$ cat src/hdl/htfd_pkg.sv
// shared types, constants and the crc-8 step for the frame decoder
// no dependencies
package htfd_pkg;

    // crc-8, polynomial x^8 + x^5 + x^4 + 1, msb first
    localparam logic [7:0] CRC_POLY = 8'h31;
    localparam logic [7:0] CRC_INIT = 8'hFF;

    // conversion scale factors and offsets, all in hundredths
    localparam logic [14:0] TEMP_SPAN   = 15'd17500;
    localparam logic [13:0] HUM_SPAN    = 14'd12500;
    localparam logic [14:0] TEMP_OFFSET = 15'd4500;
    localparam logic [13:0] HUM_OFFSET  = 14'd600;
    localparam logic [13:0] HUM_MAX     = 14'd10000;

    // product widths: 0xffff times the span
    localparam int TEMP_PROD_W = 31;
    localparam int HUM_PROD_W  = 30;

    // words of one reply, handed to the converter
    typedef struct packed {
        logic [15:0] temp_word;
        logic [15:0] hum_word;
        logic        crc_bad;
    } t_frame;

    // one byte through the crc register
    function automatic logic [7:0] crc8_step(input logic [7:0] crc, input logic [7:0] b);
        logic [7:0] c;
        c = crc ^ b;
        for (int k = 0; k < 8; k++) begin
            if (c[7]) begin
                c = {c[6:0], 1'b0} ^ CRC_POLY;
            end else begin
                c = {c[6:0], 1'b0};
            end
        end
        return c;
    endfunction

endpackage

$ cat src/hdl/humidity_temperature_frame_decoder_unit.sv
// a result passes through the product register and then the result register once the sixth byte of a reply is accepted
// throughput: one byte per cycle while o_ready is high; the crc step and the constant multiply each take one stage
// a stalled result holds the byte input only once both conversion stages are full
// reset (synchronous, active low) clears the byte count, the crc register and all valids
// top level of the frame decoder; depends on htfd_pkg and htfd_convert
module humidity_temperature_frame_decoder_unit
    import htfd_pkg::*;
(
    input  logic               i_clk,
    input  logic               i_rst_n,
    input  logic               i_valid,
    output logic               o_ready,
    input  logic        [7:0]  i_data_byte,
    input  logic               i_frame_start,
    output logic               o_valid,
    input  logic               i_ready,
    output logic signed [14:0] o_temperature_centi,
    output logic        [13:0] o_humidity_centi,
    output logic               o_crc_error
);

    // byte positions within a reply
    localparam logic [2:0] IDX_T_HI  = 3'd0;
    localparam logic [2:0] IDX_T_LO  = 3'd1;
    localparam logic [2:0] IDX_T_CRC = 3'd2;
    localparam logic [2:0] IDX_H_HI  = 3'd3;
    localparam logic [2:0] IDX_H_LO  = 3'd4;
    localparam logic [2:0] IDX_H_CRC = 3'd5;

    logic [2:0]  r_idx;
    logic [7:0]  r_crc;
    logic [15:0] r_temp;
    logic [7:0]  r_hum_hi;
    logic        r_temp_bad;
    logic [15:0] r_hum;

    logic [2:0]  n_idx;
    logic [7:0]  n_crc;
    logic [15:0] n_temp;
    logic [7:0]  n_hum_hi;
    logic        n_temp_bad;
    logic [15:0] n_hum;

    logic [2:0]  w_pos;
    logic        w_take;
    logic        w_launch;
    logic        w_conv_ready;
    t_frame      w_frame;

    assign w_take  = i_valid && o_ready;
    assign o_ready = w_conv_ready;

    // a start mark or an unused count value restarts at the first byte
    assign w_pos = (i_frame_start || r_idx > IDX_H_CRC) ? IDX_T_HI : r_idx;

    // byte parser
    always_comb begin
        n_idx      = r_idx;
        n_crc      = r_crc;
        n_temp     = r_temp;
        n_hum_hi   = r_hum_hi;
        n_temp_bad = r_temp_bad;
        n_hum      = r_hum;
        w_launch   = 1'b0;
        case (w_pos)
            IDX_T_HI: begin
                n_crc  = crc8_step(CRC_INIT, i_data_byte);
                n_temp = {i_data_byte, 8'h00};
                n_idx  = IDX_T_LO;
            end
            IDX_T_LO: begin
                n_crc  = crc8_step(r_crc, i_data_byte);
                n_temp = {r_temp[15:8], i_data_byte};
                n_idx  = IDX_T_CRC;
            end
            IDX_T_CRC: begin
                n_temp_bad = (r_crc != i_data_byte);
                n_idx      = IDX_H_HI;
            end
            IDX_H_HI: begin
                n_crc    = crc8_step(CRC_INIT, i_data_byte);
                n_hum_hi = i_data_byte;
                n_idx    = IDX_H_LO;
            end
            IDX_H_LO: begin
                n_crc = crc8_step(r_crc, i_data_byte);
                n_hum = {r_hum_hi, i_data_byte};
                n_idx = IDX_H_CRC;
            end
            default: begin
                w_launch = 1'b1;
                n_idx    = IDX_T_HI;
            end
        endcase
    end

    // frame handed on at the humidity crc byte
    assign w_frame.temp_word = r_temp;
    assign w_frame.hum_word  = r_hum;
    assign w_frame.crc_bad   = r_temp_bad || (r_crc != i_data_byte);

    // parser state
    always_ff @(posedge i_clk) begin
        if (!i_rst_n) begin
            r_idx <= IDX_T_HI;
            r_crc <= CRC_INIT;
        end else if (w_take) begin
            r_idx <= n_idx;
            r_crc <= n_crc;
        end
        if (w_take) begin
            r_temp     <= n_temp;
            r_hum_hi   <= n_hum_hi;
            r_temp_bad <= n_temp_bad;
            r_hum      <= n_hum;
        end
    end

    htfd_convert u_convert (
        .i_clk               (i_clk),
        .i_rst_n             (i_rst_n),
        .i_frame_valid       (w_take && w_launch),
        .i_frame             (w_frame),
        .o_frame_ready       (w_conv_ready),
        .o_valid             (o_valid),
        .i_ready             (i_ready),
        .o_temperature_centi (o_temperature_centi),
        .o_humidity_centi    (o_humidity_centi),
        .o_crc_error         (o_crc_error)
    );

endmodule

$ cat src/hdl/htfd_convert.sv
// two-stage scaling of the received words to hundredths, with output register
// depends on htfd_pkg
module htfd_convert
    import htfd_pkg::*;
(
    input  logic               i_clk,
    input  logic               i_rst_n,
    input  logic               i_frame_valid,
    input  t_frame             i_frame,
    output logic               o_frame_ready,
    output logic               o_valid,
    input  logic               i_ready,
    output logic signed [14:0] o_temperature_centi,
    output logic        [13:0] o_humidity_centi,
    output logic               o_crc_error
);

    logic                   r_p_valid;
    logic [TEMP_PROD_W-1:0] r_pt;
    logic [HUM_PROD_W-1:0]  r_ph;
    logic                   r_p_bad;
    logic                   r_o_valid;

    logic        w_out_en;
    logic [31:0] w_sum_t;
    logic [31:0] w_sum_h;
    logic [15:0] w_qt;
    logic [15:0] w_qh;
    logic signed [14:0] n_temp;
    logic [13:0] n_hum;

    // output slot free or being emptied
    assign w_out_en      = !r_o_valid || i_ready;
    assign o_frame_ready = !r_p_valid || w_out_en;

    // product stage
    always_ff @(posedge i_clk) begin
        if (!i_rst_n) begin
            r_p_valid <= 1'b0;
        end else if (o_frame_ready) begin
            r_p_valid <= i_frame_valid;
        end
        if (o_frame_ready && i_frame_valid) begin
            r_pt    <= TEMP_PROD_W'(i_frame.temp_word) * TEMP_PROD_W'(TEMP_SPAN);
            r_ph    <= HUM_PROD_W'(i_frame.hum_word) * HUM_PROD_W'(HUM_SPAN);
            r_p_bad <= i_frame.crc_bad;
        end
    end

    // divide by 65535: (p + (p >> 16) + 1) >> 16, exact while the quotient fits 16 bits
    assign w_sum_t = 32'(r_pt) + 32'(r_pt[TEMP_PROD_W-1:16]) + 32'd1;
    assign w_sum_h = 32'(r_ph) + 32'(r_ph[HUM_PROD_W-1:16]) + 32'd1;
    assign w_qt    = w_sum_t[31:16];
    assign w_qh    = w_sum_h[31:16];

    // offset, clamp and error masking
    always_comb begin
        n_temp = $signed(w_qt[14:0] - TEMP_OFFSET);
        if (w_qh[13:0] < HUM_OFFSET) begin
            n_hum = '0;
        end else if (w_qh[13:0] - HUM_OFFSET > HUM_MAX) begin
            n_hum = HUM_MAX;
        end else begin
            n_hum = w_qh[13:0] - HUM_OFFSET;
        end
        if (r_p_bad) begin
            n_temp = '0;
            n_hum  = '0;
        end
    end

    // result register
    always_ff @(posedge i_clk) begin
        if (!i_rst_n) begin
            r_o_valid <= 1'b0;
        end else if (w_out_en) begin
            r_o_valid <= r_p_valid;
        end
        if (w_out_en && r_p_valid) begin
            o_temperature_centi <= n_temp;
            o_humidity_centi    <= n_hum;
            o_crc_error         <= r_p_bad;
        end
    end

    assign o_valid = r_o_valid;

endmodule

$ cat config.mk
export PLATFORM = sky130hd
export DESIGN_NAME = humidity_temperature_frame_decoder_unit
export DESIGN_NICKNAME = d
export VERILOG_FILES = /design/src/hdl/htfd_pkg.sv /design/src/hdl/humidity_temperature_frame_decoder_unit.sv /design/src/hdl/htfd_convert.sv
export SDC_FILE = /design/constraint.sdc
export NUM_CORES = 1
export LEC_CHECK = 0
export ABC_AREA = 1
export BUFFER_PORTS_ARGS = -buffer_cell sky130_fd_sc_hd__buf_2
export CORE_MARGIN = 2
export CORE_UTILIZATION = 67
export DETAILED_ROUTE_END_ITERATION = 10
export PLACE_DENSITY = 0.86
export SYNTH_ARGS = -nofsm -noshare
export SYNTH_HDL_FRONTEND = slang
export SYNTH_SLANG_ARGS = --single-unit
$ cat constraint.sdc
create_clock -name i_clk -period 13.35 [get_ports i_clk]
set_clock_uncertainty 0.1 [all_clocks]
set_input_delay 2.67 -clock i_clk [delete_from_list [all_inputs] [get_ports i_clk]]
set_output_delay 2.67 -clock i_clk [all_outputs]
set_load 0.02 [all_outputs]
==> load_flow_metrics.sql <==
INSERT INTO impl_metrics (metric_group, metric, value, unit) VALUES
('outcome', 'outcome', 'finished, final reports clean', ''),
('synthesis', 'synth.yosys.warnings', '0', ''),
('timing', 'max_freq', '165', 'MHz'),
('global_route', 'total_congestion_overflow_after_global_routing', '0', ''),
('synthesis', 'netlist_area', '0.0146', 'mm²'),
('synthesis', 'postSynthAreaPerCell', '8.66', 'µm²'),
('pwr', 'sw_frac_of_total', '35.8', '%'),
('synthesis', 'synth-main-ff-cell', 'sky130_fd_sc_hd__edfxtp_1', ''),
('detailed_routing', 'postRouteAntennaNets', '0', ''),
('setup_path', 'cp.arrival', '3.30', 'ns'),
('global_route', 'antenna_found_initial', '0', ''),
('clocking', 'post_cts_buffers', '0', ''),
('synthesis', 'biggest_area_contributors_in_the_synthesized_netlist', 'sky130_fd_sc_hd__edfxtp_1 26%, sky130_fd_sc_hd__ha_1 19%, sky130_fd_sc_hd__fa_1 12%', ''),
('place', 'port_buffers', '44', ''),
('synthesis', 'synth_top_area_share', '26.5', '%'),
('global_route', 'grt_pass1_vias', '11400', ''),
('detailed_routing', 'residual_drc', '0', ''),
('clocking', 'clockBufferDepth', '2', ''),
('pwr', 'total_leakage_power', '0.00798', 'µW'),
('min_path', 'min_path_type', 'reg -> reg', ''),
('detailed_routing', 'avgViaCountPerCell', '5.51', ''),
('global_route', 'grt_first_pass_wirelength', '53000', 'µm'),
('setup_path', 'path_class', 'in -> out', ''),
('detailed_routing', 'initialDrtViolationCount', '603', ''),
('floorplan', 'dieArea', '0.0230', 'mm²'),
('synthesis', 'biggest_area_consumer_among_synthesized_cells', 'sky130_fd_sc_hd__edfxtp_1', ''),
('floorplan', 'number_of_top_level_pins', '45', ''),
('detailed_routing', 'vias', '11300', ''),
('timing', 'tightest_slew', '1.29', 'ns'),
('floorplan', 'core.rowCount', '54', ''),
('setup_path', 'worst_path_dominant_cell_family', 'buffers and inverters', ''),
('synthesis', 'postSynth.asyncResetShare', '0', '%'),
('synthesis', 'synth_cell_types', '53', ''),
('global_route', 'globalRouteTotalUtil', '28.1', '%'),
('setup_path', 'worstSetupStartpointType', 'input port', ''),
('pwr', 'max-vdd-ir-drop', '0.0993', 'mV'),
('clocking', 'cts_made_buffers', '17', ''),
('setup_path', 'crit_path_cell_trace', 'buf_2 -> inv_1 -> nand2_1 -> nor2_1 -> inv_1 -> buf_2', ''),
('detailed_routing', 'wire_per_inst', '15.5', 'µm'),
('floorplan', 'start_util', '67.7', '%'),
('synthesis', 'syn-instance-count', '1691', ''),
('clocking', 'cts.clk_slew.worst_paths', '0.06', 'ns'),
('global_route', 'pin_count_of_the_biggest_net_entering_global_routing', '59', ''),
('synthesis', 'synth_nets', '2019', ''),
('pwr', 'power_frac_comb', '38.1', '%'),
('clocking', 'post_cts_resize_count', '0', ''),
('detailed_routing', 'drt-total-wl', '31700', 'µm'),
('place', 'replace_congestion', '0.943', ''),
('setup_path', 'timing.critical_path.fanout_max', '2', ''),
('setup_path', 'bufs_and_invs_on_worst_path', '4', ''),
('pwr', 'switchingPower', '590', 'µW'),
('timing', 'period_needed', '6.07', 'ns'),
('setup_path', 'cp_slowest_stage_delay', '0.15', 'ns'),
('synthesis', 'seq_area_frac_synth', '28.2', '%'),
('flow_run', 'cap_viol_max_count', '0', ''),
('floorplan', 'die_width', '152', 'µm'),
('pwr', 'power_density', '104', 'mW/mm²'),
('detailed_routing', 'drt_pass_1_iters', '5', ''),
('place', 'place_inst', '2010', ''),
('timing', 'tns', '0', 'ns'),
('finish', 'drive_gt1_share', '9.08', '%'),
('floorplan', 'floorplan_core_area', '0.0216', 'mm²'),
('synthesis', 'yosysMostFrequentCell', 'sky130_fd_sc_hd__inv_1', ''),
('place', 'post-dp-hpwl', '25700', 'µm'),
('setup_path', 'worst_ep_required_time', '10.58', 'ns'),
('finish', 'finish.cell_count_without_fillers', '2042', ''),
('timing', 'finalHoldViolations', '0', ''),
('pwr', 'clkPwrFrac', '29.2', '%'),
('clocking', 'cts_tree', 'yes', ''),
('setup_path', 'end_kind', 'output pin', ''),
('finish', 'antenna_cells', '0', '');
## sequential cells by signal (all words and copies together) (netlist names), 3 cells and up
signal and cells:
u_convert.o_temperature_centi 15, u_convert.r_pt 29, r_hum_hi 8, r_crc 8, u_convert.r_ph 28, r_temp 16, r_idx 3, u_convert.o_humidity_centi 14
r_hum 16
## power by group through the flow
| stage | logic (µW) | registers (µW) | clock network [µW] |
|---|---|---|---|
| 4_1_cts | 630 | 540 | 484 |
| 2_1_floorplan | 502 | 546 | 0 |
| 3_3_place_gp | 598 | 549 | 0 |
| 5_1_grt | 721 | 541 | 504 |
| 3_5_place_dp | 623 | 550 | 0 |
| 6_report | 629 | 540 | 481 |
## through the flow
step                hold slack, ns  cell area, µm²  worst slack, ns  total power (µW)  util (%)
CTS                          0.321           15800             7.29              1650      73.1
finish                       0.320           15800             7.28              1650      73.1
global placement             0.303           15200             7.30              1150      70.3
floorplan                    0.300           14600             5.51              1050         -
global route                 0.334           15800             7.25              1770      73.1
detailed placement           0.306           15200             7.29              1170      70.3
## final timing paths
path / start / to / slack (ns) / cells past startpoint
max: i_ready / o_ready / 7.28 / 6
min: r_hum_hi[7] / r_hum[15] / 0.32 / 0
max reg2reg: r_temp[4] / u_convert.r_pt[27] / 8.26 / 19
min reg2reg: r_hum_hi[7] / r_hum[15] / 0.32 / 0
## cell families (layout without fill, tap and decap cells)
family | after synthesis | after routing | synth area share (%)
and+or+nand+nor | 575 | 575 | 18.2
buffers and inverters | 380 | 451 | 9.79
adders and majority gates | 315 | 315 | 31.5
AOI/OAI and AO/OA | 195 | 195 | 7.20
DFF | 142 | 142 | 28.2
xor gates and xnor gates | 84 | 84 | 5.08
## routing by layer
| layer | share of wire [%] | vias up | GRT usage, % |
|---|---|---|---|
| li1 | - | 5585 | - |
| met1 | 42 | 5224 | 35.4 |
| met2 | 49 | 364 | 50.0 |
| met3 | 5.3 | 85 | 3.59 |
| met4 | 2.9 | 0 | 9.97 |
| met5 | 0 | - | 0 |
## placed cells by master (no fill, tap or decap), drive strengths merged, types with 2 or more instances in the layout
cell        n
clkinv     10
nand3b      7
a21oi     112
nand3      69
a21boi      3
xnor2      37
ha        226
o22ai       2
fa         89
nand2     334
o21ai      54
dfxtp      13
xor2       47
clkbuf     17
buf        45
nand4      19
clkinvlp    2
nor2      111
nor4        7
o211ai      4
nor3       19
edfxtp    129
o21bai      6
o21a        3
a31oi       5
a21o        3
inv       376
o221ai      2
or2         5
## cell type report
cell class	count	area, µm²	share of cell area [%]
Clock inverter	15	178	1.12
Timing Repair Buffer	45	228	1.44
Clock buffer	17	425	2.69
Tap cell	280	350	2.22
Sequential cell	142	4130	26.1
Inverter	374	1410	8.89
Multi-Input combinational cell	1169	9090	57.5
Power figures use the tool's default switching activity.
